--- config.mk ---
export PLATFORM = sky130hd
export DESIGN_NAME = line_rasterizer
export DESIGN_NICKNAME = d
export VERILOG_FILES = /design/src/rtl/lr_pkg.sv /design/src/rtl/lr_setup.sv /design/src/rtl/lr_walk.sv /design/src/rtl/lr_out_reg.sv /design/src/rtl/line_rasterizer.sv
export SDC_FILE = /design/constraint.sdc
export NUM_CORES = 1
export LEC_CHECK = 0
export ABC_CLOCK_PERIOD_IN_PS = 8150
export BUFFER_PORTS_ARGS = -buffer_cell sky130_fd_sc_hd__buf_2
export CORE_MARGIN = 2
export CORE_UTILIZATION = 60
export DETAILED_ROUTE_END_ITERATION = 8
export GPL_TIMING_DRIVEN = 0
export PLACE_DENSITY = 0.82
export SYNTH_ARGS = -nofsm -noshare
export SYNTH_HDL_FRONTEND = slang
export SYNTH_SLANG_ARGS = --single-unit
--- constraint.sdc ---
create_clock -name clk -period 8.15 [get_ports clk]
set_input_delay 0.815 -clock clk [delete_from_list [all_inputs] [get_ports clk]]
set_output_delay 0.815 -clock clk [all_outputs]
set_load 0.1 [all_outputs]
--- src/rtl/lr_pkg.sv ---
package lr_pkg;

	// Operation codes carried on the command channel.
	localparam logic OP_START = 1'b0;
	localparam logic OP_TICK  = 1'b1;

	// Two-bit step direction codes.
	localparam logic [1:0] DIR_ZERO = 2'd0;
	localparam logic [1:0] DIR_POS  = 2'd1;
	localparam logic [1:0] DIR_NEG  = 2'd3;

	// Default framebuffer line stride in pixels.
	localparam int DEF_LINE_STRIDE = 240;

	// Step directions for both kinds of step.
	typedef struct packed {
		logic [1:0] straight_y;
		logic [1:0] straight_x;
		logic [1:0] diag_y;
		logic [1:0] diag_x;
	} step_dirs_t;

	// Walk parameters derived from a start word.
	typedef struct packed {
		logic [7:0] major_len;
		logic [7:0] minor_len;
		step_dirs_t dirs;
		logic [8:0] error_init;
		logic [8:0] pixels;
	} line_setup_t;

	// One pixel leaving the walker, before address generation.
	typedef struct packed {
		logic [7:0]  x;
		logic [7:0]  y;
		logic [15:0] color;
		logic        last;
	} pixel_t;

	// Wrapping 8-bit addend for a direction code.
	function automatic logic [7:0] dir_add(input logic [1:0] code);
		logic [7:0] res;
		begin
			unique case (code)
				DIR_POS: res = 8'h01;
				DIR_NEG: res = 8'hFF;
				default: res = 8'h00;
			endcase
			return res;
		end
	endfunction

endpackage

--- src/rtl/lr_setup.sv ---
module lr_setup (
	input  logic [7:0]          start_x,
	input  logic [7:0]          start_y,
	input  logic [7:0]          end_x,
	input  logic [7:0]          end_y,
	output lr_pkg::line_setup_t setup
);
	import lr_pkg::*;

	logic [8:0] dx;
	logic [8:0] dy;
	logic [7:0] abs_dx;
	logic [7:0] abs_dy;
	logic [1:0] dir_x;
	logic [1:0] dir_y;
	logic       x_major;

	// Signed differences and their magnitudes.
	assign dx = {1'b0, end_x} - {1'b0, start_x};
	assign dy = {1'b0, end_y} - {1'b0, start_y};
	assign abs_dx = dx[8] ? 8'(-dx) : dx[7:0];
	assign abs_dy = dy[8] ? 8'(-dy) : dy[7:0];

	// Sign of each difference as a direction code.
	assign dir_x = dx[8] ? DIR_NEG : ((dx == 9'd0) ? DIR_ZERO : DIR_POS);
	assign dir_y = dy[8] ? DIR_NEG : ((dy == 9'd0) ? DIR_ZERO : DIR_POS);

	// On a tie the y axis is the major one.
	assign x_major = abs_dx > abs_dy;

	// Axis lengths, step directions and initial error.
	always_comb begin
		setup.major_len       = x_major ? abs_dx : abs_dy;
		setup.minor_len       = x_major ? abs_dy : abs_dx;
		setup.dirs.diag_x     = dir_x;
		setup.dirs.diag_y     = dir_y;
		setup.dirs.straight_x = x_major ? dir_x : DIR_ZERO;
		setup.dirs.straight_y = x_major ? DIR_ZERO : dir_y;
		setup.error_init      = {2'b00, setup.major_len[7:1]};
		setup.pixels          = {1'b0, setup.major_len} + 9'd1;
	end

endmodule

--- src/rtl/lr_walk.sv ---
module lr_walk (
	input  logic                clk,
	input  logic                arst_n,
	input  logic                accept,
	input  logic                op,
	input  logic [7:0]          start_x,
	input  logic [7:0]          start_y,
	input  logic [15:0]         line_color,
	input  lr_pkg::line_setup_t setup,
	output logic                emit,
	output lr_pkg::pixel_t      pixel
);
	import lr_pkg::*;

	logic       busy_q;
	logic [7:0] cur_x_q;
	logic [7:0] cur_y_q;
	logic [8:0] error_acc_q;
	logic [7:0] major_len_q;
	logic [7:0] minor_len_q;
	logic [8:0] pixels_left_q;
	step_dirs_t dirs_q;
	logic [15:0] color_q;

	logic [8:0] acc_sum;
	logic       diag_step;
	logic [8:0] acc_next;
	logic [7:0] x_next;
	logic [7:0] y_next;

	// A tick while a line is active produces one pixel word.
	assign emit = accept && (op == OP_TICK) && busy_q;

	// Current pixel as it leaves on this tick.
	always_comb begin
		pixel.x     = cur_x_q;
		pixel.y     = cur_y_q;
		pixel.color = color_q;
		pixel.last  = pixels_left_q == 9'd1;
	end

	// Error update and choice between diagonal and straight step.
	assign acc_sum   = error_acc_q + {1'b0, minor_len_q};
	assign diag_step = acc_sum >= {1'b0, major_len_q};
	assign acc_next  = diag_step ? (acc_sum - {1'b0, major_len_q}) : acc_sum;
	assign x_next    = cur_x_q + dir_add(diag_step ? dirs_q.diag_x : dirs_q.straight_x);
	assign y_next    = cur_y_q + dir_add(diag_step ? dirs_q.diag_y : dirs_q.straight_y);

	// Walk state: loaded by a start word, advanced by each emitting tick.
	always_ff @(posedge clk or negedge arst_n) begin
		if (!arst_n) begin
			busy_q        <= 1'b0;
			cur_x_q       <= '0;
			cur_y_q       <= '0;
			error_acc_q   <= '0;
			major_len_q   <= '0;
			minor_len_q   <= '0;
			pixels_left_q <= '0;
			dirs_q        <= '0;
			color_q       <= '0;
		end else if (accept && (op == OP_START)) begin
			busy_q        <= 1'b1;
			cur_x_q       <= start_x;
			cur_y_q       <= start_y;
			error_acc_q   <= setup.error_init;
			major_len_q   <= setup.major_len;
			minor_len_q   <= setup.minor_len;
			pixels_left_q <= setup.pixels;
			dirs_q        <= setup.dirs;
			color_q       <= line_color;
		end else if (emit) begin
			cur_x_q     <= x_next;
			cur_y_q     <= y_next;
			error_acc_q <= acc_next;
			if (pixels_left_q <= 9'd1) begin
				pixels_left_q <= '0;
				busy_q        <= 1'b0;
			end else begin
				pixels_left_q <= pixels_left_q - 9'd1;
			end
		end
	end

endmodule

--- src/rtl/lr_out_reg.sv ---
module lr_out_reg #(
	parameter int LINE_STRIDE = lr_pkg::DEF_LINE_STRIDE
) (
	input  logic           clk,
	input  logic           arst_n,
	input  logic           emit,
	input  lr_pkg::pixel_t pixel,
	input  logic           pix_stall,
	output logic           pix_valid,
	output logic [7:0]     pixel_x,
	output logic [7:0]     pixel_y,
	output logic [15:0]    pixel_address,
	output logic [15:0]    pixel_color,
	output logic           last
);
	import lr_pkg::*;

	localparam logic [8:0] STRIDE = 9'(LINE_STRIDE);

	logic        valid_q;
	logic [16:0] row_base;
	logic [15:0] address;

	// Framebuffer address: row times stride plus column, kept to 16 bits.
	assign row_base = 17'(pixel.y) * 17'(STRIDE);
	assign address  = 16'(row_base + 17'(pixel.x));

	// Output word valid flag.
	always_ff @(posedge clk or negedge arst_n) begin
		if (!arst_n) begin
			valid_q <= 1'b0;
		end else if (emit) begin
			valid_q <= 1'b1;
		end else if (!pix_stall) begin
			valid_q <= 1'b0;
		end
	end

	// Output payload, loaded only when a new word arrives.
	always_ff @(posedge clk) begin
		if (emit) begin
			pixel_x       <= pixel.x;
			pixel_y       <= pixel.y;
			pixel_address <= address;
			pixel_color   <= pixel.color;
			last          <= pixel.last;
		end
	end

	assign pix_valid = valid_q;

endmodule

--- src/rtl/line_rasterizer.sv ---
// A tick word that produces a pixel shows it on pix_valid in the cycle after acceptance.
// Throughput: one command word per cycle while cmd_stall is low; a start word gives no pixel.
// The rate is set by the combinational error update loop in the walker.
// cmd_stall is high only while an output word waits and pix_stall is high.
// Reset (arst_n low, asynchronous) leaves the block idle with no pending output word.
module line_rasterizer #(
	parameter int LINE_STRIDE = lr_pkg::DEF_LINE_STRIDE
) (
	input  logic        clk,
	input  logic        arst_n,
	input  logic        cmd_valid,
	output logic        cmd_stall,
	input  logic        op,
	input  logic [7:0]  start_x,
	input  logic [7:0]  start_y,
	input  logic [7:0]  end_x,
	input  logic [7:0]  end_y,
	input  logic [15:0] line_color,
	output logic        pix_valid,
	input  logic        pix_stall,
	output logic [7:0]  pixel_x,
	output logic [7:0]  pixel_y,
	output logic [15:0] pixel_address,
	output logic [15:0] pixel_color,
	output logic        last
);
	import lr_pkg::*;

	line_setup_t setup;
	pixel_t      pixel;
	logic        accept;
	logic        emit;

	// Hold commands while the output word cannot move.
	assign cmd_stall = pix_valid && pix_stall;
	assign accept    = cmd_valid && !cmd_stall;

	// Start word decode.
	lr_setup u_setup (
		.start_x (start_x),
		.start_y (start_y),
		.end_x   (end_x),
		.end_y   (end_y),
		.setup   (setup)
	);

	// Line walk state.
	lr_walk u_walk (
		.clk        (clk),
		.arst_n     (arst_n),
		.accept     (accept),
		.op         (op),
		.start_x    (start_x),
		.start_y    (start_y),
		.line_color (line_color),
		.setup      (setup),
		.emit       (emit),
		.pixel      (pixel)
	);

	// Address generation and output register.
	lr_out_reg #(
		.LINE_STRIDE (LINE_STRIDE)
	) u_out_reg (
		.clk           (clk),
		.arst_n        (arst_n),
		.emit          (emit),
		.pixel         (pixel),
		.pix_stall     (pix_stall),
		.pix_valid     (pix_valid),
		.pixel_x       (pixel_x),
		.pixel_y       (pixel_y),
		.pixel_address (pixel_address),
		.pixel_color   (pixel_color),
		.last          (last)
	);

endmodule

==> run_results.csv <==
group,metric,value,unit
logic_synthesis,netlist_area,8740,sq um
cells_and_area,drive_above_1_share,16.9,%
logic_synthesis,syn_avg_cell_area,9.32,sq um
global_route,gr-total-overflow,0,
floorplanning,die_area,15600,sq um
clock_network,cts_setup_buffers,0,
cells_and_area,diodes,0,
place,pre_cts_slack,2.13,ns
global_route,grt_max_degree,64,
clock_network,cts_hold_buf,0,
global_route,grt.total_usage,28.4,%
drt,via_per_inst,6.11,
worst_setup_path,worstPathArrival,6.00,ns
worst_setup_path,crit_type,"in -> reg",
logic_synthesis,synth-seq-area-share,37.2,%
job,max_cap_viol_count,0,
sta,layout_setup_ws,2.45,ns
worst_setup_path,r2r_start,"u_walk.minor_len_q[0]$_DFFE_PN0P_",
floorplanning,coreArea,14400,sq um
logic_synthesis,synth_top_area_cell,"dfrtp_1",
logic_synthesis,synthDistinctLibCells,84,
sta,relSlewSlack,39.0,%
drt,first_pass_iters,6,
floorplanning,ioPinCount,104,
logic_synthesis,synthDominantCellAreaShare,21.7,%
place,placement.io_buffers,103,
logic_synthesis,synth_warnings,0,
floorplanning,initial_core_util,60.9,%
sta,min_period,5.70,ns
drt,antenna_left,0,
sta,grt_setup_unrepaired,"false",
cells_and_area,final_cell_mix,"nand2_1 (118), buf_2 (110), dfrtp_1 (76), ha_1 (68), inv_1 (64)",
drt,dr.first_iter.drc_count,589,
worst_setup_path,critPathMaxFanout,10,
floorplanning,die_x,125,um
clock_network,cts_resized,0,
cells_and_area,fin_nets,1201,
worst_setup_path,end_kind,"register",
cells_and_area,layout_commonest_cell,"nand2_1",
floorplanning,die_y,125,um
global_route,antenna_found_initial,0,
drt,num_vias,7689,
clock_network,htreeDepth,4,
clock_network,clk_pin_slew,0.06,ns
logic_synthesis,synth.area.top_cells,"dfrtp_1 (22%), edfxtp_1 (15%), ha_1 (9.7%)",
logic_synthesis,synth_edf_count,45,
cells_and_area,syn_to_final_growth,16.0,%
logic_synthesis,synthFlopType,"dfrtp_1",
global_route,grt_pass1_vias,7398,
logic_synthesis,ys_ff_latch,121,
worst_setup_path,required,8.45,ns
cells_and_area,nFillCells,1103,
worst_setup_path,r2r_cells,20,
drt,wirelength,21900,um
sta,setup_violations,0,
floorplanning,rows,44,
logic_synthesis,synthArstFlopShare,62.8,%
sta,period_share,70.0,%
clock_network,cts_root_buffer,"clkbuf_16",
sta,report.final.slew_viol_count,0,
logic_synthesis,syn_inst,938,
cells_and_area,multi_input_area,5080,sq um
sta,fmax,0.175,GHz
logic_synthesis,syn-num-nets,1077,
worst_hold_path,hold_path_class,"in -> async",
sta,tightestPinTransition,0.911,ns
sta,finalHoldViolations,0,
drt,routedWlPerCell,17.4,um
sta,fin_skew,0.00830,ns
clock_network,tritoncts,"built",
status,status,"complete, no violations",
clock_network,clk_latency,0.43,ns
place,gp_congestion,0.994,
clock_network,cts.sinks,121,
drt,drcViolationCount,0,
clock_network,clock_path_buffers,2,
sta,setup_tns,0,ns
worst_setup_path,timing.rr.end,"u_walk.cur_x_q[4]$_DFFE_PN0P_",
place,dp_hpwl,16100,um
global_route,grt_pass1_wl,35700,um
worst_setup_path,start_kind,"input port",
clock_network,cts-buffers-inserted,17,
worst_setup_path,regToRegSetupSlack,2.58,ns
cells_and_area,regArea,3250,sq um
worst_setup_path,crit_start,"start_y[0]",
-- logic make-up after synthesis --
logic type                 Yosys count  share of synthesized area (%)
and+or+nand+nor                    312                           17.8
xor gates and xnor gates            47                           4.79
DFF                                121                           37.2
muxes                                7                          0.844
buffers and inverters              102                           4.65
adders and majority gates           86                           13.9
AOI/OAI and AO/OA                  263                           20.9
-- layer usage --
layer	GRT usage [%]	up-vias	share of wire, %
met4	11.0	0	2.6
met1	36.9	3662	42
met3	5.24	52	6.9
met2	47.2	294	48
li1	-	3681	-
met5	0	-	0
-- synth_stat cells (11+ instances only) --
cell type	instances
fa_1	18
inv_1	64
nand2_1	118
nor2_1	59
o21ai_0	59
a211o_1	11
edfxtp_1	45
o21a_1	14
clkbuf_1	22
xnor2_1	30
nand3_1	23
ha_1	68
a21o_1	16
xor2_1	16
dfrtp_1	76
nor3_1	17
a21oi_1	58
-- worst max path at each step --
stage                                                endpoint  slack, ns  depth (start not counted)
after global placement    u_walk.pixels_left_q[5]$_DFFE_PN0P_       2.14                         21
after detailed placement  u_walk.pixels_left_q[5]$_DFFE_PN0P_       2.13                         21
after CTS                 u_walk.pixels_left_q[5]$_DFFE_PN0P_       2.57                         21
after floorplan           u_walk.pixels_left_q[8]$_DFFE_PN0P_       3.06                         21
final                     u_walk.pixels_left_q[5]$_DFFE_PN0P_       2.45                         21
after global routing      u_walk.pixels_left_q[5]$_DFFE_PN0P_       2.09                         22
-- stage by stage --
stage          hold slack (ns)  area [sq um]  util [%]  instances
6_report                 0.233         10100      70.6       1259
5_1_grt                  0.248         10100      70.6       1259
4_1_cts                  0.235         10100      70.6       1259
3_5_place_dp             0.430          9540      66.4       1227
3_3_place_gp             0.425          9490      66.0       1225
2_1_floorplan            0.423          8740         -        938
-- worst max-delay path: stages --
cell and delay [ns]:
buf_2 0.12, ha_1 0.17, inv_1 0.05, fa_1 0.41
a211o_1 0.36, a21oi_1 0.13, a21oi_1 0.11, nor3_1 0.42
a31oi_1 0.20, xnor2_1 0.30, inv_1 0.08, ha_1 0.32
nand4_1 0.11, or2_2 0.32, o21ai_1 0.18, clkbuf_1 0.43
a221oi_1 0.10, a31oi_1 0.70, and2_2 0.33, xor2_1 0.22
a21oi_1 0.10
-- layout make-up --
cell class / count / share of cell area (%)
clock inverters: 15 / 1.75
multi-input cells: 715 / 50.1
inverters: 64 / 2.37
flip-flops and latches: 121 / 32.1
well taps: 184 / 2.27
plain buffers: 38 / 1.65
repair buffers: 105 / 5.57
clock buffers: 17 / 4.19
-- registers in the layout (all words and copies together), names as in the netlist --
signal and cells:
u_walk.color_q 16, u_out_reg.pixel_address 16, u_out_reg.pixel_color 16, u_out_reg.pix_valid 1
u_out_reg.last 1, u_walk.pixels_left_q 9, u_walk.major_len_q 8, u_walk.busy_q 1
u_walk.cur_y_q 8, u_walk.minor_len_q 8, u_walk.error_acc_q 9, u_out_reg.pixel_x 4
u_walk.dirs_q 8, u_out_reg.pixel_y 8, u_walk.cur_x_q 8
Power is not shown: default switching activity piles up to over one toggle a cycle in this logic, so the estimate is an artifact.
